<file path="src/rtl/sdww_pkg.sv">
// Package with geometry constants, command opcodes and types of the display window writer.
package sdww_pkg;

	localparam int unsigned DisplayHeight = 160;
	localparam int unsigned BytesPerPixel = 2;
	localparam int unsigned RowStride     = 256;

	localparam int unsigned MemBytes = DisplayHeight * RowStride;
	localparam int unsigned AddrFullW = 30;
	localparam int unsigned MemAddrW  = 16;

	localparam logic [7:0] OP_COLSET = 8'h2A;
	localparam logic [7:0] OP_ROWSET = 8'h2B;
	localparam logic [7:0] OP_MEMWR  = 8'h2C;
	localparam logic [7:0] OP_DISPON = 8'h29;

	typedef enum logic [1:0] {
		CMD_NONE   = 2'd0,
		CMD_COLSET = 2'd1,
		CMD_ROWSET = 2'd2,
		CMD_MEMWR  = 2'd3
	} cmd_t;

endpackage

</file>
<file path="src/rtl/spi_display_window_writer_top.sv">
// Top level of the display window writer: command decode, window registers and pixel addressing.
//
//  channel | direction | handshake          | payload
//  --------+-----------+--------------------+-----------------------------------------------
//  in      | input     | in_valid, in_stall | data_byte, is_data, chip_select_n
//  out     | output    | out_valid,         | mem_write, mem_addr, mem_data, changed,
//          |           | out_stall          | out_of_range, display_on
//
// Every input transaction yields exactly one output transaction, presented from the result register.
// A new transaction is taken in every cycle while the result register is empty or being drained.
// The result register is the only stage, so in_stall is high only while a result waits on out_stall.
// Reset clears the window, cursor, command and display-on state to zero.
module spi_display_window_writer_top
	import sdww_pkg::*;
(
	input  logic        clk,
	input  logic        arst_n,
	input  logic        in_valid,
	output logic        in_stall,
	input  logic [7:0]  data_byte,
	input  logic        is_data,
	input  logic        chip_select_n,
	output logic        out_valid,
	input  logic        out_stall,
	output logic        mem_write,
	output logic [15:0] mem_addr,
	output logic [7:0]  mem_data,
	output logic        changed,
	output logic        out_of_range,
	output logic        display_on
);

	cmd_t        active_command_q, active_command_d;
	logic [2:0]  byte_count_q, byte_count_d;
	logic [7:0]  staged_q [3];
	logic [15:0] col_start_q, col_start_d;
	logic [15:0] col_end_excl_q, col_end_excl_d;
	logic [15:0] row_start_q, row_start_d;
	logic [15:0] row_end_excl_q, row_end_excl_d;
	logic [15:0] cursor_col_q, cursor_col_d;
	logic [15:0] cursor_row_q, cursor_row_d;
	logic        display_enabled_q, display_enabled_d;
	logic        stage_en;

	logic        wr_d, changed_d, oor_d;
	logic [AddrFullW-1:0] addr_full;
	logic [15:0] win_start, win_end_excl, col_inc, row_inc;
	logic        accept;

	logic        out_valid_q;
	logic        mem_write_q, changed_q, out_of_range_q, display_on_q;
	logic [15:0] mem_addr_q;
	logic [7:0]  mem_data_q;

	assign in_stall = out_valid_q & out_stall;
	assign accept   = in_valid & ~in_stall;

	assign win_start    = {staged_q[0], staged_q[1]};
	assign win_end_excl = {staged_q[2], data_byte} + 16'd1;
	assign col_inc      = cursor_col_q + 16'd1;
	assign row_inc      = cursor_row_q + 16'd1;
	assign addr_full    = AddrFullW'(cursor_row_q) * AddrFullW'(RowStride)
	                    + AddrFullW'(cursor_col_q) * AddrFullW'(BytesPerPixel)
	                    + AddrFullW'(byte_count_q[0]);

	always_comb begin
		active_command_d  = active_command_q;
		byte_count_d      = byte_count_q;
		col_start_d       = col_start_q;
		col_end_excl_d    = col_end_excl_q;
		row_start_d       = row_start_q;
		row_end_excl_d    = row_end_excl_q;
		cursor_col_d      = cursor_col_q;
		cursor_row_d      = cursor_row_q;
		display_enabled_d = display_enabled_q;
		stage_en          = 1'b0;
		wr_d              = 1'b0;
		changed_d         = 1'b0;
		oor_d             = 1'b0;
		if (!chip_select_n) begin
			if (!is_data) begin
				unique case (data_byte)
					OP_COLSET: begin
						active_command_d = CMD_COLSET;
						byte_count_d     = 3'd0;
					end
					OP_ROWSET: begin
						active_command_d = CMD_ROWSET;
						byte_count_d     = 3'd0;
					end
					OP_MEMWR: begin
						active_command_d = CMD_MEMWR;
						byte_count_d     = 3'd0;
					end
					OP_DISPON: begin
						display_enabled_d = 1'b1;
					end
					default: begin
					end
				endcase
			end else if (active_command_q == CMD_COLSET || active_command_q == CMD_ROWSET) begin
				if (byte_count_q < 3'd3) begin
					stage_en     = 1'b1;
					byte_count_d = byte_count_q + 3'd1;
				end else begin
					if (active_command_q == CMD_COLSET) begin
						col_start_d    = win_start;
						col_end_excl_d = win_end_excl;
						cursor_col_d   = win_start;
					end else begin
						row_start_d    = win_start;
						row_end_excl_d = win_end_excl;
						cursor_row_d   = win_start;
					end
					active_command_d = CMD_NONE;
					byte_count_d     = 3'd0;
					changed_d        = 1'b1;
				end
			end else if (active_command_q == CMD_MEMWR) begin
				if (addr_full >= AddrFullW'(MemBytes)) begin
					oor_d = 1'b1;
				end else begin
					wr_d      = 1'b1;
					changed_d = 1'b1;
				end
				byte_count_d = byte_count_q + 3'd1;
				if (byte_count_q[0]) begin
					cursor_col_d = col_inc;
					if (col_inc >= col_end_excl_q) begin
						cursor_col_d = col_start_q;
						cursor_row_d = row_inc;
						if (row_inc >= row_end_excl_q) begin
							cursor_row_d = row_start_q;
						end
					end
				end
			end
		end
	end

	always_ff @(posedge clk or negedge arst_n) begin
		if (!arst_n) begin
			active_command_q  <= CMD_NONE;
			byte_count_q      <= 3'd0;
			staged_q[0]       <= 8'd0;
			staged_q[1]       <= 8'd0;
			staged_q[2]       <= 8'd0;
			col_start_q       <= 16'd0;
			col_end_excl_q    <= 16'd0;
			row_start_q       <= 16'd0;
			row_end_excl_q    <= 16'd0;
			cursor_col_q      <= 16'd0;
			cursor_row_q      <= 16'd0;
			display_enabled_q <= 1'b0;
		end else if (accept) begin
			active_command_q  <= active_command_d;
			byte_count_q      <= byte_count_d;
			if (stage_en) begin
				staged_q[byte_count_q[1:0]] <= data_byte;
			end
			col_start_q       <= col_start_d;
			col_end_excl_q    <= col_end_excl_d;
			row_start_q       <= row_start_d;
			row_end_excl_q    <= row_end_excl_d;
			cursor_col_q      <= cursor_col_d;
			cursor_row_q      <= cursor_row_d;
			display_enabled_q <= display_enabled_d;
		end
	end

	always_ff @(posedge clk or negedge arst_n) begin
		if (!arst_n) begin
			out_valid_q <= 1'b0;
		end else if (!in_stall) begin
			out_valid_q <= in_valid;
		end
	end

	always_ff @(posedge clk) begin
		if (accept) begin
			mem_write_q    <= wr_d;
			mem_addr_q     <= wr_d ? addr_full[MemAddrW-1:0] : 16'd0;
			mem_data_q     <= wr_d ? data_byte : 8'd0;
			changed_q      <= changed_d;
			out_of_range_q <= oor_d;
			display_on_q   <= display_enabled_d;
		end
	end

	assign out_valid    = out_valid_q;
	assign mem_write    = mem_write_q;
	assign mem_addr     = mem_addr_q;
	assign mem_data     = mem_data_q;
	assign changed      = changed_q;
	assign out_of_range = out_of_range_q;
	assign display_on   = display_on_q;

endmodule

</file>
<file path="config.mk">
export PLATFORM = sky130hd
export DESIGN_NAME = spi_display_window_writer_top
export DESIGN_NICKNAME = d
export VERILOG_FILES = /design/src/rtl/sdww_pkg.sv /design/src/rtl/spi_display_window_writer_top.sv
export SDC_FILE = /design/constraint.sdc
export NUM_CORES = 1
export LEC_CHECK = 0
export BUFFER_PORTS_ARGS = -buffer_cell sky130_fd_sc_hd__buf_2
export CAP_MARGIN = 20
export CORE_ASPECT_RATIO = 0.7
export CORE_UTILIZATION = 35
export CTS_BUF_LIST = sky130_fd_sc_hd__clkbuf_8
export CTS_CLUSTER_SIZE = 14
export DETAILED_ROUTE_END_ITERATION = 6
export HOLD_SLACK_MARGIN = 0.03
export SKIP_LAST_GASP = 1
export SLEW_MARGIN = 20
export SYNTH_ARGS = -nofsm -noshare
export SYNTH_HDL_FRONTEND = slang
export SYNTH_SLANG_ARGS = --single-unit
</file>
<file path="constraint.sdc">
create_clock -name clk -period 4.5 [get_ports clk]
set_clock_uncertainty 0.15 [all_clocks]
set_input_delay 0.225 -clock clk [delete_from_list [all_inputs] [get_ports clk]]
set_output_delay 0.225 -clock clk [all_outputs]
set_load 0.03 [all_outputs]
</file>
==> qor.yml, run 1 <==
detailed_routing:
  via_per_inst: 5.32
  wl_met3_um: 1490
  num_vias: 6652
  drcViolationCount: 0
  m1WireLength_um: 12400
  drt_iter0_drc: 436
  wirelength_um: 23300
  postRouteAntennaNets: 0
  route.met2.wl_um: 9120
  dr.pass1.iters: 5
  wl_per_cell_um: 18.6
  topRoutingLayerUsed: "met4"
finish:
  fin_nets: 982
  synthToLayoutAreaGrowth_pct: 12.9
  fin_cells: 1251
  antenna_cells: 0
  n_fill_cell: 2438
  drive_gt1_share_pct: 17.7
synthesis:
  synth.cell_area_um2: 8790
  synth-main-ff-cell: "dfrtp_1"
  synth-seq-cells: 155
  synthTopCellsByArea: "dfrtp_1 (36%), edfxtp_1 (9.6%), ha_1 (7.7%), mux2_2 (7.6%), nor2_1 (3.8%)"
  synth_commonest_cells: "dfrtp_1 (127), nor2_1 (88), nand2_1 (67)"
  synth_top_area_share_pct: 36.2
  synth_top_area_cell: "dfrtp_1"
  syn_inst: 865
  ys_seq_area_share_pct: 45.7
  synth_nets: 934
  synth.distinct_cells: 65
  synthArstFlopShare_pct: 81.9
  synthMostInstantiatedCell: "dfrtp_1"
  synth_edf_count: 28
  postSynthAreaPerCell_um2: 10.2
  synth_warnings: 0
job:
  drv_cap: 0
setup_path:
  cp_cell_sequence: "and3_1 -> nand4_1 -> nor3_1 -> xnor2_1 -> ha_1 -> a21o_1 -> a21oi_1 -> o22ai_1 -> a311oi_4 -> buf_4 -> mux2i_1 -> o211ai_1 -> o21a_1"
  critPathRequiredTime_ns: 4.73
  cp_max_fo: 12
  critPathArrivalTime_ns: 4.22
  start_kind: "register"
  path_delay_family: "compound AO/OA/AOI/OAI gates"
  worstSetupEndpointType: "register"
  crit_type: "reg2reg"
  cp-startpoint: "cursor_row_q[2]"
  slowest_stage: "a311oi_4"
  cpPeakStageDelay_ns: 0.70
  r2r-start: "cursor_row_q[2]"
  crit_buf_inv: 1
floorplanning:
  start_util_pct: 35.7
  rows: 48
  num_io_pins: 44
  die_area_um2: 25800
  die_x_um: 191
  fp.coreArea_um2: 24600
  die_y_um: 135
grt:
  antenna_found_initial: 0
  grt_pass1_wl_um: 37800
  grt_max_degree: 104
  grt_pass1_vias: 6404
  grt_overflow_total: 0
  grtUsageTotal_pct: 19.5
timing:
  period_share_pct: 88.8
  setup_viol: 0
  rsz0062_at_grt: "false"
  fmax_ghz: 0.250
  fin_tns_setup_ns: 0
  worst_pin_slew_ns: 0.984
  fin_crit_ns: 3.99
  drv_slew: 0
  maxSlewHeadroom_pct: 34.4
  finalHoldViolCount: 0
clock_tree:
  insertion_delay_ns: 0.48
  cts_setup_buffers: 0
  cts_tree: "yes"
  numCtsBuffers: 17
  post_cts_resized: 0
  cts.path.max_buffers: 2
  h-tree-depth: 4
  root_buffer: "clkbuf_8"
  clock-sinks: 155
  cts_hold_buf: 8
  clk_pin_slew_ns: 0.09
hold_path:
  hold_class: "in2reg"
  worstHoldStart: "data_byte[0]"
placement:
  dp.cells: 1210
  io_buffers: 43
  dp.final_hpwl_um: 17300
  gp_congestion: 0.879
power_and_ir_drop:
  p_per_area_nw_per_um2: 598
  p_leak_uw: 0.00447
  p_total_uw: 5930
  ir_drop_uv: 260
outcome:
  status: "finished, final reports clean"
cells in the final DEF (no fill, tap or decap), drive strengths merged, types with 3 or more instances in the layout:
master	count
o21ai	29
edfxtp	28
o311ai	7
nor3b	5
and3	10
buf	56
dfrtp	127
xor2	25
bufinv	4
nand4	14
o211ai	6
nor4	11
nand2b	6
a211oi	6
nor2	89
o22ai	3
o21a	9
nand3	21
and2	17
dlygate4sd3	8
mux2i	18
and4	5
a31oi	28
clkinv	6
xnor2	20
nand2	67
a21oi	63
inv	49
nor3	15
a21o	12
ha	54
clkbuf	17
mux2	59
or2	3
worst paths after layout:
kind,end,slack (ns),depth (start not counted)
setup / recovery,cursor_row_q[12],0.51,13
hold reg to reg,display_enabled_q,0.35,1
max in group asynchronous,row_end_excl_q[6],2.95,3
min in group asynchronous,row_start_q[15],0.27,2
hold / removal,col_end_excl_q[3],0.07,4
setup reg to reg,cursor_row_q[12],0.51,13
metal layers:
layer  GRT usage [%]  vias up
met2            25.9      198
met1            30.7     3236
met4            5.03        0
met3            4.52       22
met5            1.15        -
li1                -     3196
flip-flops by register name, summed over array words and instances (netlist names), 2 cells and up:
signal,flops
row_end_excl_q,16
active_command_q,2
cursor_col_q,16
col_start_q,16
mem_data,8
col_end_excl_q,16
staged_q,24
byte_count_q,3
mem_addr,16
cursor_row_q,16
row_start_q,16
cells by family after synthesis:
logic type      Yosys count  synth area share (%)
xor+xnor                 45                  4.48
mux                      77                  9.61
flops                   155                  45.7
fa+ha+maj                55                  7.91
compound gates          181                  13.3
simple gates            271                  15.3
buf+inv                  81                  3.72
report_power, final:
group	leakage, uW	switching, uW	internal, uW
combinational	0.00229	1540	1090
sequential	0.00197	379	1750
clock	0.000214	570	604
total	0.00447	2490	3440
per-stage QoR:
stage	utilization (%)	setup WS, ns	area [um2]	hold slack, ns
2_1_floorplan	-	1.32	8790	-0.221
3_3_place_gp	38.1	0.693	9390	0.275
3_5_place_dp	38.1	0.577	9390	0.277
4_1_cts	40.2	0.537	9900	0.0391
5_1_grt	40.3	0.299	9930	0.0346
6_report	40.3	0.505	9930	0.0658
final cells by class:
| type | instances | area, um2 | area share [%] |
|---|---|---|---|
| clock buffer | 17 | 234 | 2.36 |
| tap | 325 | 407 | 4.10 |
| inverter | 46 | 173 | 1.74 |
| multi-input combinational | 629 | 4460 | 45.0 |
| timing repair buffer | 64 | 432 | 4.35 |
| sequential | 155 | 4020 | 40.5 |
| clock inverter | 15 | 198 | 1.99 |
worst min-delay path: cells and delay by family:
family / cells / cell delay, ns
xor gates and xnor gates: 1 / 0.08
and+or+nand+nor: 1 / 0.10
AOI/OAI and AO/OA: 1 / 0.13
buffers and inverters: 1 / 0.13
Power figures use the tool's default switching activity.
==> inputs of run 2 (changes only) <==
CORE_UTILIZATION = 50   (was 35)
PLACE_DENSITY = 0.67   (was unset)
==> run 2 against run 1 <==
Sequential share of layout area grew 0.85 points; clock power is 4% lower; first-iteration DRC count rose by 42%; worst hold slack lost 0.0042 ns; sequential power barely moved; global-route usage grew 6.3 points; total power fell by 1.3%; fmax increased by 0.44%; via count increased by 1.0%; count of clock-buffer cells in the layout increased by 1.
==> qor.yml, run 2 (synthesized netlist as in run 1, its figures left out) <==
placement:
  dp.final_hpwl_um: 16000  # -7.5%
  gp_congestion: 0.874  # -0.53%
  io_buffers: 43  # unchanged
clock_tree:
  insertion_delay_ns: 0.46  # -0.02 ns
  clk_pin_slew_ns: 0.09  # about the same
  cts.path.max_buffers: 2  # unchanged
  cts_hold_buf: 5  # -3
  numCtsBuffers: 17  # unchanged
  cts_setup_buffers: 0  # unchanged
  clock-sinks: 155  # unchanged
  cts_tree: "yes"
  root_buffer: "clkbuf_8"
  h-tree-depth: 4  # unchanged
  post_cts_resized: 0  # unchanged
grt:
  grt_overflow_total: 0  # unchanged
  grt_pass1_wl_um: 35500  # -6.1%
  grt_pass1_vias: 6310  # -1.5%
  grtUsageTotal_pct: 25.7  # +6.3 points
  grtUsageMet2_pct: 35.7  # +9.8 points
  grt_busiest_layer: "met1"
  grt_max_degree: 59  # -43%
  grt_util_met3_pct: 5.61  # +1.1 points
  antenna_found_initial: 0  # unchanged
  grtUsageMet1_pct: 39.3  # +8.6 points
timing:
  maxSlewHeadroom_pct: 29.3  # -5.1 points
  setup_viol: 0  # unchanged
  fin_tns_setup_ns: 0  # unchanged
  period_share_pct: 88.4  # -0.39 points
  drv_slew: 0  # unchanged
  rsz0062_at_grt: "false"
  finalHoldViolCount: 0  # unchanged
  fmax_ghz: 0.251  # +0.44%
  fin_crit_ns: 3.98  # -0.0174 ns
  worst_pin_slew_ns: 1.06  # +0.0741 ns
power_and_ir_drop:
  ir_drop_uv: 262  # +0.73%
  p_leak_uw: 0.00445  # -0.32%
  p_int_uw: 3440  # -0.19%
  p_per_area_nw_per_um2: 602  # +0.73%
  power_frac_clock_pct: 19.1  # -0.7 points
  switching_share_pct: 41.2  # -0.68 points
  seqPwrFrac_pct: 36.3  # +0.5 points
  p_switching_uw: 2410  # -2.9%
  p_comb_share_pct: 44.6  # +0.2 points
setup_path:
  r2r-start: "cursor_col_q[0]"
  cp-endpoint: "cursor_row_q[1]"
  worstSetupEndpointType: "register"
  cp-startpoint: "cursor_col_q[0]"
  critPathArrivalTime_ns: 4.18  # -0.04 ns
  crit_type: "reg2reg"
  r2r_slack_ns: 0.52  # +0.02 ns
  cpPeakStageDelay_ns: 0.54  # -0.16 ns
  critPathRequiredTime_ns: 4.71  # -0.02 ns
  start_kind: "register"
  cp_max_fo: 32  # +20
  cp_cell_sequence: "ha_1 -> nand3_1 -> nand2b_1 -> nor2_1 -> xor2_1 -> ha_1 -> nand4_1 -> nor2_1 -> o2111ai_1 -> a21oi_2 -> o31a_1 -> buf_4 -> mux2_2"
  regToRegEndpoint: "cursor_row_q[1]"
  r2r_cells: 13  # unchanged
  slowest_stage: "a21oi_2"
finish:
  antenna_cells: 0  # unchanged
  top_register: "staged_q"
  layout_common_cells: "dfrtp_1 (127), nor2_1 (87), nand2_1 (67)"
  largest_reg_flops: 24  # unchanged
  drive_gt1_share_pct: 17.5  # -0.25 points
  fin_nets: 979  # -0.31%
  fin_util_pct: 56.6  # +16 points
  synthToLayoutAreaGrowth_pct: 10.6
  layout_commonest_cell: "dfrtp_1"
floorplanning:
  num_io_pins: 44  # unchanged
  die_area_um2: 18100  # -30%
  die_y_um: 113  # -16%
  start_util_pct: 51.2  # +16 points
  rows: 40  # -17%
  die_x_um: 160  # -16%
  fp.coreArea_um2: 17200  # -30%
detailed_routing:
  wirelength_um: 22100  # -5.1%
  drt_iter0_drc: 618  # +42%
  num_vias: 6720  # +1.0%
  postRouteAntennaNets: 0  # unchanged
  via_per_inst: 5.83  # +9.6%
  dr.pass1.iters: 7  # +2
  wl_per_cell_um: 19.1  # +3.0%
  drcViolationCount: 0  # unchanged
outcome:
  status: "finished, final reports clean"
hold_path:
  worstHoldStart: "data_byte[7]"
  hold_class: "in2reg"
job:
  drv_cap: 0  # unchanged
[run 2: power groups by stage]
stage | clock, uW | combinational (uW) | sequential [uW]
after floorplan | 0 | 1960 | 2020
after global placement | 0 | 2520 | 2130
after detailed placement | 0 | 2550 | 2140
after CTS | 1140 | 2580 | 2120
after global routing | 1190 | 2880 | 2180
final | 1120 | 2610 | 2120
[run 2: cell type report]
cell class              instances  area (um2)
well taps                     231         289
flip-flops and latches        155        4020
fillers                      1510        7440
clock inverters                13         164
clock buffers                  18         248
inverters                      46         173
multi-input cells             629        4460
repair buffers                 61         365
[run 2: layer usage]
metal | share of wire (%) | vias up | wire length (um)
met3 | 6.4 | 37 | 1400
met4 | 2.3 | 0 | 497
li1 | - | 3208 | -
met2 | 41 | 208 | 9100
met1 | 50 | 3267 | 11100
met5 | 0 | - | 0
[run 2: how the worst min path moves through the flow]
stage	cells past startpoint	endpoint	slack, ns
3_5_place_dp	1	out_valid	0.21
3_3_place_gp	1	out_valid	0.21
2_1_floorplan	0	active_command_q[0]	-0.22
5_1_grt	2	staged_q[21]	0.04
4_1_cts	2	staged_q[21]	0.03
6_report	2	staged_q[7]	0.06
[run 2: worst max-delay path: cells and delay by family, from the launching register on]
family	cells	cell delay [ns]
buffers and inverters	1	0.33
and+or+nand+nor	5	0.93
adders and majority gates	2	0.53
muxes	1	0.37
DFF	1	0.47
xor gates and xnor gates	1	0.11
AOI/OAI and AO/OA	3	0.99
[run 2: through the flow]
| stage | area [um2] | setup WS, ns | std cells | hold slack (ns) | power (uW) |
|---|---|---|---|---|---|
| floorplan | 8790 | 1.32 | 865 | -0.221 | 3980 |
| global placement | 9260 | 0.578 | 1117 | 0.213 | 4650 |
| detailed placement | 9260 | 0.610 | 1117 | 0.206 | 4700 |
| CTS | 9720 | 0.583 | 1153 | 0.0301 | 5830 |
| global route | 9720 | 0.259 | 1153 | 0.0410 | 6260 |
| finish | 9720 | 0.523 | 1153 | 0.0617 | 5850 |
==> inputs of run 3 (changes only) <==
CELL_PAD_IN_SITES_DETAIL_PLACEMENT = 1   (was unset)
CELL_PAD_IN_SITES_GLOBAL_PLACEMENT = 1   (was unset)
PLACE_DENSITY = unset   (was 0.67)
PLACE_DENSITY_LB_ADDON = 0.1   (was unset)
==> run 3 against run 2 <==
Sequential share of layout area shrank 0.16 points; fmax rose by 2.7%; global-route usage grew 5.4 points; flip-flop and latch count unchanged; critical path type unchanged; largest cell class unchanged; largest power group unchanged.
==> qor.yml, run 3 (synthesized netlist as in run 1, its figures left out) <==
floorplanning:
  start_util_pct: 51.2  # unchanged
  die_area_um2: 18100  # unchanged
  num_io_pins: 44  # unchanged
  rows: 40  # unchanged
  fp.coreArea_um2: 17200  # unchanged
  die_x_um: 160  # unchanged
  die_y_um: 113  # unchanged
grt:
  grt_busiest_layer: "met2"
  grt_overflow_total: 0  # unchanged
  grt_pass1_wl_um: 42000  # +18%
  antenna_found_initial: 2  # +2
  grt_util_met3_pct: 7.04  # +1.4 points
  grtUsageTotal_pct: 31.2  # +5.4 points
  grtUsageMet2_pct: 46.9  # +11 points
  grt_max_degree: 73  # +24%
  grt_pass1_vias: 7190  # +14%
  grtUsageMet1_pct: 44.6  # +5.3 points
setup_path:
  start_kind: "register"
  cp_max_fo: 26  # -19%
  critPathRequiredTime_ns: 4.70  # about the same
  critPathArrivalTime_ns: 4.07  # -0.11 ns
  path_delay_family: "compound AO/OA/AOI/OAI gates"
  slowest_stage: "dfrtp_1"
  crit_type: "reg2reg"
  worstSetupEndpointType: "register"
  crit_buf_inv: 1  # unchanged
  cp_cell_sequence: "ha_1 -> nand3_1 -> nor4_1 -> xor2_1 -> ha_1 -> a21oi_1 -> o22ai_1 -> a311oi_4 -> buf_4 -> mux2_2 -> mux2i_1 -> a21oi_1"
  cpPeakStageDelay_ns: 0.54  # about the same
detailed_routing:
  wl_per_cell_um: 23.1  # +21%
  postRouteAntennaNets: 0  # unchanged
  via_per_inst: 5.98  # +2.6%
  dr.pass1.iters: 5  # -2
  wirelength_um: 26700  # +21%
  num_vias: 6914  # +2.9%
  drt_iter0_drc: 541  # -12%
  drcViolationCount: 0  # unchanged
finish:
  multi_input_area_um2: 4460  # unchanged
  n_fill_cell: 1929  # +28%
  top_register: "staged_q"
  largest_reg_flops: 24  # unchanged
  synthToLayoutAreaGrowth_pct: 11.0
  register_area_um2: 4020  # unchanged
  antenna_cells: 0  # unchanged
  layout_commonest_cell: "dfrtp_1"
  layout_common_cells: "dfrtp_1 (127), nor2_1 (87), nand2_1 (67)"
  fin_area_um2: 9760  # +0.39%
  fin_nets: 981  # +0.20%
  drive_gt1_share_pct: 17.5  # +0.051 points
job:
  drv_cap: 0  # unchanged
timing:
  fin_tns_setup_ns: 0  # unchanged
  finalHoldViolCount: 0  # unchanged
  rsz0062_at_grt: "false"
  period_share_pct: 86.1  # -2.3 points
  fmax_ghz: 0.258  # +2.7%
  fin_crit_ns: 3.87  # -0.103 ns
  worst_pin_slew_ns: 0.760  # -0.298 ns
  setup_viol: 0  # unchanged
  maxSlewHeadroom_pct: 49.3  # +20 points
  drv_slew: 0  # unchanged
clock_tree:
  h-tree-depth: 4  # unchanged
  numCtsBuffers: 17  # unchanged
  insertion_delay_ns: 0.47  # about the same
  clk_pin_slew_ns: 0.10  # about the same
  clock-sinks: 155  # unchanged
  cts.path.max_buffers: 2  # unchanged
  cts_tree: "yes"
  root_buffer: "clkbuf_8"
placement:
  dp.final_hpwl_um: 19800  # +24%
  io_buffers: 43  # unchanged
  gp_congestion: 0.919  # +5.1%
  place_area_um2: 9260  # about the same
power_and_ir_drop:
  ir_drop_uv: 298  # +14%
  p_total_uw: 6000  # +2.5%
  p_per_area_nw_per_um2: 614  # +2.1%
  p_leak_uw: 0.00445  # about the same
outcome:
  status: "finished, final reports clean"
hold_path:
  hold_class: "in2reg"
==> run 3: cell count changes in the layout (fill, tap and decap cells not counted) <==
cell           delta
clkinv_4          +1
bufinv_16         -2
inv_6             +4
dlygate4sd3_1     +6
inv_4             +2
buf_4             -6
inv_1             -4
clkinvlp_4        -1
buf_12            +2
clkbuf_8          -1
inv_8             +2
==> run 3: cell type report <==
type,instances,area share (%)
sequential,155,41.2
tap,231,2.96
clock buffer,17,2.40
inverter,46,1.77
timing repair buffer,63,4.31
clock inverter,15,1.64
multi-input combinational,629,45.7
==> run 3: per-layer routing <==
metal	vias to the layer above	share of wire, %	wire [um]
met5	-	0.049	13
met4	2	2.2	600
met1	3509	48	12900
li1	3187	-	-
met2	171	44	11800
met3	45	5.4	1430
==> run 3: where the power goes <==
group / internal, uW / switching [uW] / leakage, uW / total [uW]
Combinational: 1070 / 1650 / 0.00228 / 2720
Clock: 504 / 586 / 0.000207 / 1090
Sequential: 1750 / 442 / 0.00197 / 2190
Total: 3320 / 2680 / 0.00445 / 6000
==> run 3: final timing paths <==
kind	from	endpoint	slack, ns	depth (start not counted)
min reg2reg	row_start_q[10]	row_start_q[10]	0.37	1
max reg2reg	cursor_row_q[1]	cursor_row_q[8]	0.63	12
min	chip_select_n	active_command_q[0]	0.08	5
max in group asynchronous	arst_n	cursor_col_q[11]	3.09	3
min in group asynchronous	arst_n	staged_q[7]	0.21	2
max	cursor_row_q[1]	cursor_row_q[8]	0.63	12
==> run 3: repair_timing <==
action / CTS / global route
hold buffers: 11 / 0
setup buffers: 0 / 0
gates resized for setup: 0 / 0
hold endpoints to repair: 79 / 0
==> run 3: worst register-to-register path: cells and delay by family (launching register included) <==
kind / cells / cell delay, ns
xor gates and xnor gates: 1 / 0.27
muxes: 2 / 0.55
buffers and inverters: 1 / 0.34
and+or+nand+nor: 2 / 0.66
AOI/OAI and AO/OA: 4 / 0.68
DFF: 1 / 0.54
adders and majority gates: 2 / 0.58
==> run 3: per-stage QoR <==
| step | std cells | utilization, % | hold WS, ns | setup slack, ns |
|---|---|---|---|---|
| final | 1156 | 56.9 | 0.0799 | 0.626 |
| after global routing | 1156 | 56.9 | 0.0999 | 0.429 |
| after CTS | 1156 | 56.9 | 0.0414 | 0.654 |
| after detailed placement | 1113 | 53.9 | 0.184 | 0.702 |
| after global placement | 1112 | 53.8 | 0.177 | 0.853 |
| after floorplan | 865 | - | -0.221 | 1.32 |
